--- src/hw/rtl/wbsm_pkg.sv ---
// write buffer slot manager package: field widths, command and error codes,
// controller to datapath command struct. no dependencies
`default_nettype none

package wbsm_pkg;

  localparam int unsigned SlotsDefault     = 64;
  localparam int unsigned DataWidthDefault = 64;

  localparam int unsigned SlotW    = 6;
  localparam int unsigned PayloadW = 64;
  localparam int unsigned CountW   = 7;
  localparam int unsigned ErrW     = 2;

  typedef enum logic {
    CMD_STORE   = 1'b0,
    CMD_RELEASE = 1'b1
  } cmd_e;

  typedef enum logic [ErrW-1:0] {
    ERR_OK             = 2'd0,
    ERR_EMPTY_RELEASE  = 2'd1,
    ERR_OCCUPIED_STORE = 2'd2
  } err_e;

  typedef struct packed {
    logic capture;
    logic execute;
  } ctrl_cmd_t;

endpackage

`default_nettype wire

--- src/hw/rtl/wbsm_if.sv ---
// item channels of the write buffer slot manager: request in, result out
// depends on wbsm_pkg
`default_nettype none

interface wbsm_in_if;
  logic                         valid;
  logic                         ready;
  logic                         cmd;
  logic [wbsm_pkg::SlotW-1:0]    slot;
  logic [wbsm_pkg::PayloadW-1:0] payload;

  modport source (output valid, output cmd, output slot, output payload, input ready);
  modport sink   (input valid, input cmd, input slot, input payload, output ready);
endinterface

interface wbsm_out_if;
  logic                         valid;
  logic                         ready;
  logic                         grant_valid;
  logic [wbsm_pkg::SlotW-1:0]    grant_slot;
  logic                         media_valid;
  logic [wbsm_pkg::PayloadW-1:0] media_data;
  logic [wbsm_pkg::ErrW-1:0]     error_code;
  logic                         stalled;
  logic [wbsm_pkg::CountW-1:0]   occupied_count;
  logic                         full_res;

  modport source (
    output valid, output grant_valid, output grant_slot, output media_valid,
    output media_data, output error_code, output stalled, output occupied_count,
    output full_res, input ready
  );
  modport sink (
    input valid, input grant_valid, input grant_slot, input media_valid,
    input media_data, input error_code, input stalled, input occupied_count,
    input full_res, output ready
  );
endinterface

`default_nettype wire

--- src/hw/rtl/wbsm_ctrl.sv ---
// controller of the write buffer slot manager: idle/execute sequencing and
// result valid flag. depends on wbsm_pkg
`default_nettype none

module wbsm_ctrl (
  input  wire                  clk_i,
  input  wire                  rst_ni,
  input  wire                  in_valid_i,
  output logic                 in_ready_o,
  output logic                 out_valid_o,
  input  wire                  out_ready_i,
  output wbsm_pkg::ctrl_cmd_t  cmd_o
);
  import wbsm_pkg::*;

  typedef enum logic [1:0] {
    ST_IDLE = 2'b01,
    ST_EXEC = 2'b10
  } state_e;

  state_e state_q, state_d;
  logic   out_valid_q, out_valid_d;
  logic   out_free;

  assign in_ready_o  = (state_q == ST_IDLE);
  assign out_valid_o = out_valid_q;
  assign out_free    = !out_valid_q || out_ready_i;

  always_comb begin
    cmd_o         = '0;
    cmd_o.capture = in_valid_i && (state_q == ST_IDLE);
    cmd_o.execute = (state_q == ST_EXEC) && out_free;
  end

  always_comb begin
    state_d = state_q;
    unique case (state_q)
      ST_IDLE: begin
        if (cmd_o.capture) state_d = ST_EXEC;
      end
      ST_EXEC: begin
        if (cmd_o.execute) state_d = ST_IDLE;
      end
      default: state_d = ST_IDLE;
    endcase
  end

  always_comb begin
    out_valid_d = out_valid_q;
    if (cmd_o.execute) begin
      out_valid_d = 1'b1;
    end else if (out_ready_i) begin
      out_valid_d = 1'b0;
    end
  end

  always_ff @(posedge clk_i or negedge rst_ni) begin
    if (!rst_ni) begin
      state_q     <= ST_IDLE;
      out_valid_q <= 1'b0;
    end else begin
      state_q     <= state_d;
      out_valid_q <= out_valid_d;
    end
  end

endmodule

`default_nettype wire

--- src/hw/rtl/wbsm_dp.sv ---
// datapath of the write buffer slot manager: slot data memory, occupancy map,
// lowest free slot encoder, occupancy counter and result register. depends on wbsm_pkg
`default_nettype none

module wbsm_dp #(
  parameter int unsigned SLOTS      = wbsm_pkg::SlotsDefault,
  parameter int unsigned DATA_WIDTH = wbsm_pkg::DataWidthDefault
) (
  input  wire                            clk_i,
  input  wire                            rst_ni,
  input  wbsm_pkg::ctrl_cmd_t            cmd_i,
  input  wire                            cmd_in_i,
  input  wire [wbsm_pkg::SlotW-1:0]      slot_i,
  input  wire [wbsm_pkg::PayloadW-1:0]   payload_i,
  output logic                           grant_valid_o,
  output logic [wbsm_pkg::SlotW-1:0]     grant_slot_o,
  output logic                           media_valid_o,
  output logic [wbsm_pkg::PayloadW-1:0]  media_data_o,
  output logic [wbsm_pkg::ErrW-1:0]      error_code_o,
  output logic                           stalled_o,
  output logic [wbsm_pkg::CountW-1:0]    occupied_count_o,
  output logic                           full_res_o
);
  import wbsm_pkg::*;

  // only the slots an item can name get storage
  localparam int unsigned MaxAddr = 1 << SlotW;
  localparam int unsigned NumAddr = (SLOTS < MaxAddr) ? SLOTS : MaxAddr;
  localparam int unsigned AddrW   = $clog2(NumAddr);
  localparam int unsigned IdxW    = $clog2(NumAddr + 1);
  localparam int unsigned CntW    = $clog2(SLOTS + 1);
  localparam logic        Beyond  = (SLOTS > NumAddr);
  localparam logic [SlotW:0] NumAddrW = (SlotW+1)'(NumAddr);

  logic [DATA_WIDTH-1:0] mem [NumAddr];
  logic [DATA_WIDTH-1:0] rd_data_q;

  logic                  cmd_q;
  logic [SlotW-1:0]      slot_q;
  logic [DATA_WIDTH-1:0] pay_q;

  logic [NumAddr-1:0] occ_q, occ_d;
  logic               stall_q, stall_d;
  logic [CntW-1:0]    cnt_q, cnt_d;

  logic [AddrW-1:0] idx;
  logic             in_range, hit, do_write, search, free_any, mvalid;
  logic [IdxW-1:0]  lowest;
  err_e             err;

  logic [IdxW+SlotW-1:0]   gslot_ext;
  logic [CntW+CountW-1:0]  cnt_ext;

  // item capture and registered memory read
  always_ff @(posedge clk_i) begin
    if (cmd_i.capture) begin
      cmd_q     <= cmd_in_i;
      slot_q    <= slot_i;
      pay_q     <= payload_i[DATA_WIDTH-1:0];
      rd_data_q <= mem[slot_i[AddrW-1:0]];
    end
    if (cmd_i.execute && do_write) begin
      mem[idx] <= pay_q;
    end
  end

  assign idx      = slot_q[AddrW-1:0];
  assign in_range = {1'b0, slot_q} < NumAddrW;
  assign hit      = in_range && occ_q[idx];

  always_comb begin
    occ_d    = occ_q;
    cnt_d    = cnt_q;
    err      = ERR_OK;
    mvalid   = 1'b0;
    do_write = 1'b0;
    search   = 1'b0;
    if (cmd_q == CMD_STORE) begin
      search = 1'b1;
      if (in_range && !hit) begin
        occ_d[idx] = 1'b1;
        cnt_d      = cnt_q + CntW'(1);
        do_write   = 1'b1;
      end else begin
        err = ERR_OCCUPIED_STORE;
      end
    end else begin
      if (hit) begin
        occ_d[idx] = 1'b0;
        cnt_d      = cnt_q - CntW'(1);
        mvalid     = 1'b1;
        search     = stall_q;
      end else begin
        err = ERR_EMPTY_RELEASE;
      end
    end
  end

  // lowest free slot over the updated occupancy map
  always_comb begin
    lowest = IdxW'(NumAddr);
    for (int i = NumAddr - 1; i >= 0; i--) begin
      if (!occ_d[i]) lowest = IdxW'(i);
    end
  end

  assign free_any = !(&occ_d) || Beyond;
  assign stall_d  = search ? !free_any : stall_q;

  assign gslot_ext = {{SlotW{1'b0}}, lowest};
  assign cnt_ext   = {{CountW{1'b0}}, cnt_d};

  always_ff @(posedge clk_i or negedge rst_ni) begin
    if (!rst_ni) begin
      occ_q   <= '0;
      stall_q <= 1'b0;
      cnt_q   <= '0;
    end else if (cmd_i.execute) begin
      occ_q   <= occ_d;
      stall_q <= stall_d;
      cnt_q   <= cnt_d;
    end
  end

  // result register
  always_ff @(posedge clk_i) begin
    if (cmd_i.execute) begin
      grant_valid_o    <= search && free_any;
      grant_slot_o     <= (search && free_any) ? gslot_ext[SlotW-1:0] : '0;
      media_valid_o    <= mvalid;
      media_data_o     <= mvalid ? PayloadW'(rd_data_q) : '0;
      error_code_o     <= err;
      stalled_o        <= stall_d;
      occupied_count_o <= cnt_ext[CountW-1:0];
      full_res_o       <= (cnt_d == CntW'(SLOTS));
    end
  end

endmodule

`default_nettype wire

--- src/hw/rtl/write_buffer_slot_manager.sv ---
// write buffer slot manager top level: joins controller and datapath to the
// item channels. depends on wbsm_pkg, wbsm_if, wbsm_ctrl, wbsm_dp
//
// in_i carries store and release requests (cmd, slot, payload); out_o gives one
// result item per request: grant, media transfer, error code, stall flag,
// occupancy and full flag.
// an item is taken in the idle state; the execute step then uses the slot word
// (registered memory read done at capture), updates the occupancy map, runs
// the lowest free slot encoder over it and loads the result register.
// a new item is taken only once the current one has executed, as set by the
// capture/execute sequence around the single-port slot data memory.
// a stalled receiver holds the result register; the execute step waits while
// it is full and not taken, so at most one result is held back.
// reset clears occupancy, stall flag and count at once; slot data is not
// cleared, there is no clearing pass and the block takes items right away.
`default_nettype none

module write_buffer_slot_manager #(
  parameter int unsigned SLOTS      = wbsm_pkg::SlotsDefault,
  parameter int unsigned DATA_WIDTH = wbsm_pkg::DataWidthDefault
) (
  input  wire           clk_i,
  input  wire           rst_ni,
  wbsm_in_if.sink       in_i,
  wbsm_out_if.source    out_o
);
  import wbsm_pkg::*;

  ctrl_cmd_t cmd;

  wbsm_ctrl u_ctrl (
    .clk_i       (clk_i),
    .rst_ni      (rst_ni),
    .in_valid_i  (in_i.valid),
    .in_ready_o  (in_i.ready),
    .out_valid_o (out_o.valid),
    .out_ready_i (out_o.ready),
    .cmd_o       (cmd)
  );

  wbsm_dp #(
    .SLOTS      (SLOTS),
    .DATA_WIDTH (DATA_WIDTH)
  ) u_dp (
    .clk_i            (clk_i),
    .rst_ni           (rst_ni),
    .cmd_i            (cmd),
    .cmd_in_i         (in_i.cmd),
    .slot_i           (in_i.slot),
    .payload_i        (in_i.payload),
    .grant_valid_o    (out_o.grant_valid),
    .grant_slot_o     (out_o.grant_slot),
    .media_valid_o    (out_o.media_valid),
    .media_data_o     (out_o.media_data),
    .error_code_o     (out_o.error_code),
    .stalled_o        (out_o.stalled),
    .occupied_count_o (out_o.occupied_count),
    .full_res_o       (out_o.full_res)
  );

endmodule

`default_nettype wire
--- src/flat_wrapper.sv ---
// flat-port wrapper written by rule: the top's interface ports become plain ports
module write_buffer_slot_manager_flat import wbsm_pkg::*;
#(
  parameter int unsigned SLOTS      = wbsm_pkg::SlotsDefault,
  parameter int unsigned DATA_WIDTH = wbsm_pkg::DataWidthDefault
)
  (clk_i, rst_ni, in_i_valid, in_i_cmd, in_i_slot, in_i_payload, in_i_ready, out_o_valid, out_o_grant_valid, out_o_grant_slot, out_o_media_valid, out_o_media_data, out_o_error_code, out_o_stalled, out_o_occupied_count, out_o_full_res, out_o_ready);
  wbsm_in_if in_i_i ();
  wbsm_out_if out_o_i ();
  input  wire clk_i;
  input  wire rst_ni;
  input wire logic [$bits(in_i_i.valid)-1:0] in_i_valid;
  input wire logic [$bits(in_i_i.cmd)-1:0] in_i_cmd;
  input wire logic [$bits(in_i_i.slot)-1:0] in_i_slot;
  input wire logic [$bits(in_i_i.payload)-1:0] in_i_payload;
  output wire logic [$bits(in_i_i.ready)-1:0] in_i_ready;
  output wire logic [$bits(out_o_i.valid)-1:0] out_o_valid;
  output wire logic [$bits(out_o_i.grant_valid)-1:0] out_o_grant_valid;
  output wire logic [$bits(out_o_i.grant_slot)-1:0] out_o_grant_slot;
  output wire logic [$bits(out_o_i.media_valid)-1:0] out_o_media_valid;
  output wire logic [$bits(out_o_i.media_data)-1:0] out_o_media_data;
  output wire logic [$bits(out_o_i.error_code)-1:0] out_o_error_code;
  output wire logic [$bits(out_o_i.stalled)-1:0] out_o_stalled;
  output wire logic [$bits(out_o_i.occupied_count)-1:0] out_o_occupied_count;
  output wire logic [$bits(out_o_i.full_res)-1:0] out_o_full_res;
  input wire logic [$bits(out_o_i.ready)-1:0] out_o_ready;
  assign in_i_i.valid = in_i_valid;
  assign in_i_i.cmd = in_i_cmd;
  assign in_i_i.slot = in_i_slot;
  assign in_i_i.payload = in_i_payload;
  assign in_i_ready = in_i_i.ready;
  assign out_o_valid = out_o_i.valid;
  assign out_o_grant_valid = out_o_i.grant_valid;
  assign out_o_grant_slot = out_o_i.grant_slot;
  assign out_o_media_valid = out_o_i.media_valid;
  assign out_o_media_data = out_o_i.media_data;
  assign out_o_error_code = out_o_i.error_code;
  assign out_o_stalled = out_o_i.stalled;
  assign out_o_occupied_count = out_o_i.occupied_count;
  assign out_o_full_res = out_o_i.full_res;
  assign out_o_i.ready = out_o_ready;
  write_buffer_slot_manager #(.SLOTS(SLOTS), .DATA_WIDTH(DATA_WIDTH)) u_core (.clk_i(clk_i), .rst_ni(rst_ni), .in_i(in_i_i), .out_o(out_o_i));
endmodule
--- config.mk ---
export PLATFORM = sky130hd
export DESIGN_NAME = write_buffer_slot_manager_flat
export DESIGN_NICKNAME = d
export VERILOG_FILES = /design/src/hw/rtl/wbsm_pkg.sv /design/src/hw/rtl/wbsm_if.sv /design/src/hw/rtl/wbsm_ctrl.sv /design/src/hw/rtl/wbsm_dp.sv /design/src/hw/rtl/write_buffer_slot_manager.sv /design/src/flat_wrapper.sv
export SDC_FILE = /design/constraint.sdc
export NUM_CORES = 2
export LEC_CHECK = 0
export ABC_CLOCK_PERIOD_IN_PS = 9400
export CORE_MARGIN = 10
export CORE_UTILIZATION = 55
export CTS_CLUSTER_SIZE = 24
export DETAILED_ROUTE_END_ITERATION = 16
export DONT_BUFFER_PORTS = 1
export HOLD_SLACK_MARGIN = 0.05
export PLACE_DENSITY = 0.67
export SETUP_SLACK_MARGIN = 0.02
export SLEW_MARGIN = 30
export SYNTH_ARGS = -nofsm -noshare
export SYNTH_HDL_FRONTEND = slang
export SYNTH_SLANG_ARGS = --single-unit
--- constraint.sdc ---
create_clock -name clk_i -period 9.4 [get_ports clk_i]
set_input_delay 0 -clock clk_i [delete_from_list [all_inputs] [get_ports clk_i]]
set_output_delay 0 -clock clk_i [all_outputs]
set_load 0.1 [all_outputs]
==> out/summary.md <==
Clock-pin slew was measured on the worst setup and hold paths at 60 ps. The synthesized design contains 4314 enable-type register cells. For this block, the initial DRC count from the detailed router was 13.0k. The final route contains 81.2k vias. Number of detailed-routing iterations run before antenna repair: 6. The number of nets in the synthesized netlist is 7018. Across every metal layer, demand over resource in global routing totals 27.8%.

The flip-flop and latch count after synthesis was 4389; the die area was 328000 sq um. Entering global routing, the biggest net connects 236 pins. Setup repair after global routing left no endpoint under its margin. Across the VDD grid, the largest voltage drop is 0.177 mV. After layout, the minimum clock period comes to 5930 ps.

Post-detailed-route via-to-cell ratio: 6.81. On the worst path, the slowest cell contributes a delay of 850 ps. The tools report the net total in the final layout as 7494. The number of clock buffers added by TritonCTS is 438. The remaining global-route overflow was 0; the floorplan die height was 573 um.

The type of the worst setup path is reg -> reg. Port buffering added 0 buffers. Mean area per synthesized cell: 24.2 sq um. Clock tree synthesis found a total of 4389 sinks.

The worst-case headroom to the max-slew limit came out at 0.490%. Gate count of the mapped netlist: 6941. The worst hold path startpoint is in_i_slot[2]. In the final layout, the share of cells above drive strength 1 is 30.5%. For this design, the slowest cell found on the critical path is sky130_fd_sc_hd__nor4_1. The number of setup violations in the final report is 0. The signal on the critical path passes through buf_4, mux4_2, a22oi_2, o2111a_2, nand4_4, buf_4, o41ai_1, nand2_1, nor4_1, nand4_2, nand2_2, nor4_1. The final standard cell utilization of the core was 63.2%. The worst path uses 63.1% of the clock period.

The run gives 980 ps as the later-pin clock latency in the skew report. CTS built an H-tree with a depth of 5. In this run the worst path has a maximum fanout of 60.

The number of hold-slack violations in the final timing report was 0. The min-delay analysis places its worst path in the category in -> reg. TritonCTS built the clock tree.

The tool flagged a number of max-cap violations equal to 0. For the worst setup path, the data required time is 10070 ps. Compared with the post-synthesis result, the final layout area differs by 14.1%. Commonest non-fill, non-tap cell in the layout: sky130_fd_sc_hd__edfxtp_1. For this run, design rule violations remaining after detail routing come to 0.

In this run the deepest clock path goes through 4 buffers. After filler insertion, the fill cell instance count of the layout stands at 19.8k. Startpoint of the most critical register-to-register path: u_core.u_dp.idx[0].

The analysis attributes to cell leakage a power of 59.6 nW. Data arrives at the worst endpoint at 6610 ps. Number of global-route vias before repair: 80.1k. Leaving out fill and tap cells, the most frequent cells in the layout are sky130_fd_sc_hd__edfxtp_1, sky130_fd_sc_hd__mux4_2, sky130_fd_sc_hd__clkbuf_16, sky130_fd_sc_hd__buf_4, sky130_fd_sc_hd__nand2_1.

The mapped netlist covers 168000 sq um. For the pin with the worst max-slew slack, the measured transition is 1490 ps. The congestion estimate from routability-driven global placement came to 0.824.

The initialized floorplan defines 202 standard-cell rows. The first global-routing pass estimated 648000 um of wire. The tools report the critical path launch point type as a register. Once the floorplan was initialized, standard cells occupied 55.4% of the core. The sum of negative setup slack was 0 ps; the distinct cell type count after synthesis was 78.

Core area: 304000 sq um. Summing all flip-flop and latch instances after layout gives 131000 sq um. For the final database, setup skew stands at 52.0 ps. The run finished with clean final reports. The logs give 461000 um for the post-detailed-routing wire length and 0.169 GHz for the top achievable clock speed.

The run gives 55 as the initial antenna violation count. For this run, the number of Yosys warnings is 0. The tools report the root cell of the clock tree as sky130_fd_sc_hd__clkbuf_16. Timing startpoint of the critical path: u_core.u_dp.idx[0].

Kind of end point of the critical path: a register. Sequential elements use 78.2% of the synthesized area. The run gives 3470 ps as the setup slack of the worst register-to-register path.

The count of cells resized by post-cts repair was 0; the power density over cell area was 219 nW/um^2. Detailed placement finished with a half-perimeter wire length of 256000 um. Prevailing post-synth register cell: sky130_fd_sc_hd__edfxtp_1. The logs give 160 for the number of top-level design ports and 35600 sq um for the area of the multi-input gates. The detail route stage leaves a number of antenna-violating nets equal to 0.

The number of slew-limit violations in the final report is 0, and the final routed wire length divided by cell count is 38.6 um. Die boundary width: 573 um. In the synthesized netlist the async set-or-reset flop fraction comes to 1.71%.
flip-flops by register name, summed over array words and instances (netlist names), 2 cells and up:
register	flops
u_core.u_ctrl.state_q	2
u_core.u_dp.cnt_q	7
u_core.u_dp.error_code_o	2
u_core.u_dp.grant_slot_o	6
u_core.u_dp.idx	6
u_core.u_dp.media_data_o	64
u_core.u_dp.mem	4096
u_core.u_dp.occ_q	64
u_core.u_dp.occupied_count_o	7
u_core.u_dp.pay_q	64
u_core.u_dp.rd_data_q	64
Yosys cell counts, types with 6 or more instances:
library cell                  n  area, sq um
sky130_fd_sc_hd__a21oi_1     30          150
sky130_fd_sc_hd__a31oi_1     11         68.8
sky130_fd_sc_hd__and2_1       6         37.5
sky130_fd_sc_hd__and3_1      66          413
sky130_fd_sc_hd__buf_1       80          300
sky130_fd_sc_hd__clkbuf_1   303         1140
sky130_fd_sc_hd__dfrtp_1     74         1850
sky130_fd_sc_hd__edfxtp_1  4314       130000
sky130_fd_sc_hd__inv_1       12         45.0
sky130_fd_sc_hd__mux2_2       6         67.6
sky130_fd_sc_hd__mux2i_1      8         80.1
sky130_fd_sc_hd__mux4_2    1356        30500
sky130_fd_sc_hd__nand2_1    171          642
sky130_fd_sc_hd__nand2b_1     8         50.1
sky130_fd_sc_hd__nand3_1     30          150
sky130_fd_sc_hd__nand4_1     15         93.8
sky130_fd_sc_hd__nor2_1     106          398
sky130_fd_sc_hd__nor2b_1      7         43.8
sky130_fd_sc_hd__nor3_1      15         75.1
sky130_fd_sc_hd__nor4_1       8         50.1
sky130_fd_sc_hd__o211ai_1    11         82.6
sky130_fd_sc_hd__o21ai_0    119          596
sky130_fd_sc_hd__o31a_1       7         61.3
sky130_fd_sc_hd__o31ai_1     14          105
sky130_fd_sc_hd__o41a_1       7         78.8
sky130_fd_sc_hd__o41ai_1     40          350
sky130_fd_sc_hd__xnor2_1      7         61.3
final timing paths:
kind,to,cells after the start
worst min register to register,u_core.u_dp.occ_q[7],2
worst max-delay path,u_core.u_dp.grant_slot_o[3],12
worst min-delay path,u_core.u_dp.rd_data_q[48],3
worst max register to register,u_core.u_dp.grant_slot_o[3],12
max in group asynchronous,u_core.u_ctrl.state_q[0],4
min in group asynchronous,u_core.u_dp.occ_q[29],4
per-layer routing:
metal  part of all wire [%]  GRT usage, %
met4                    3.9          9.85
met1                     37          39.8
met3                     10          5.42
met2                     48          43.5
met5                  0.029             0
critical path: cells and delay by family (launching register included):
family	cells	cell delay, ps
buf+inv	2	1040
flops	1	320
mux	1	590
compound gates	3	1510
simple gates	6	2170
power by group:
part / switching [mW] / total, mW / internal (mW) / leakage (nW)
combinational: 1.68 / 2.54 / 0.860 / 12.8
sequential: 0.196 / 22.0 / 21.8 / 39.8
clock: 7.39 / 17.5 / 10.2 / 6.99
logic make-up (layout without fill, tap and decap cells):
group | Yosys count | after routing | share of synthesized area (%)
buffers and inverters | 404 | 1230 | 0.920
AOI/OAI and AO/OA | 293 | 293 | 1.17
DFF | 4389 | 4389 | 78.2
muxes | 1370 | 1370 | 18.3
adders and majority gates | 2 | 2 | 0.0149
xor gates and xnor gates | 10 | 10 | 0.0521
other | 0 | 77 | 0
and+or+nand+nor | 473 | 473 | 1.38
per-stage QoR:
step | instance area (sq um) | power [mW] | hold WS [ps] | worst slack, ps | std cells
after floorplan | 168000 | 23.7 | -296 | 3270 | 6941
after global placement | 174000 | 24.6 | -286 | 3440 | 10900
after detailed placement | 175000 | 24.7 | -286 | 3680 | 10900
after CTS | 191000 | 42.2 | 66.3 | 3650 | 11800
after global routing | 192000 | 43.2 | 72.4 | 3130 | 11900
final | 192000 | 42.0 | 111 | 3470 | 11900
cell type report:
type	instances	share of cell area, %
Sequential cell	4389	68.5
Multi-Input combinational cell	2148	18.6
Clock buffer	514	5.90
Tap cell	4080	2.66
Timing Repair Buffer	427	2.57
Clock inverter	276	1.63
Antenna cell	77	0.100
Inverter	13	0.0281
what timing repair did:
item                      4_1_cts  5_1_grt
hold buffers                  158        3
hold endpoints to repair      250       10
buffers inserted                0        0
Power figures use the tool's default switching activity.
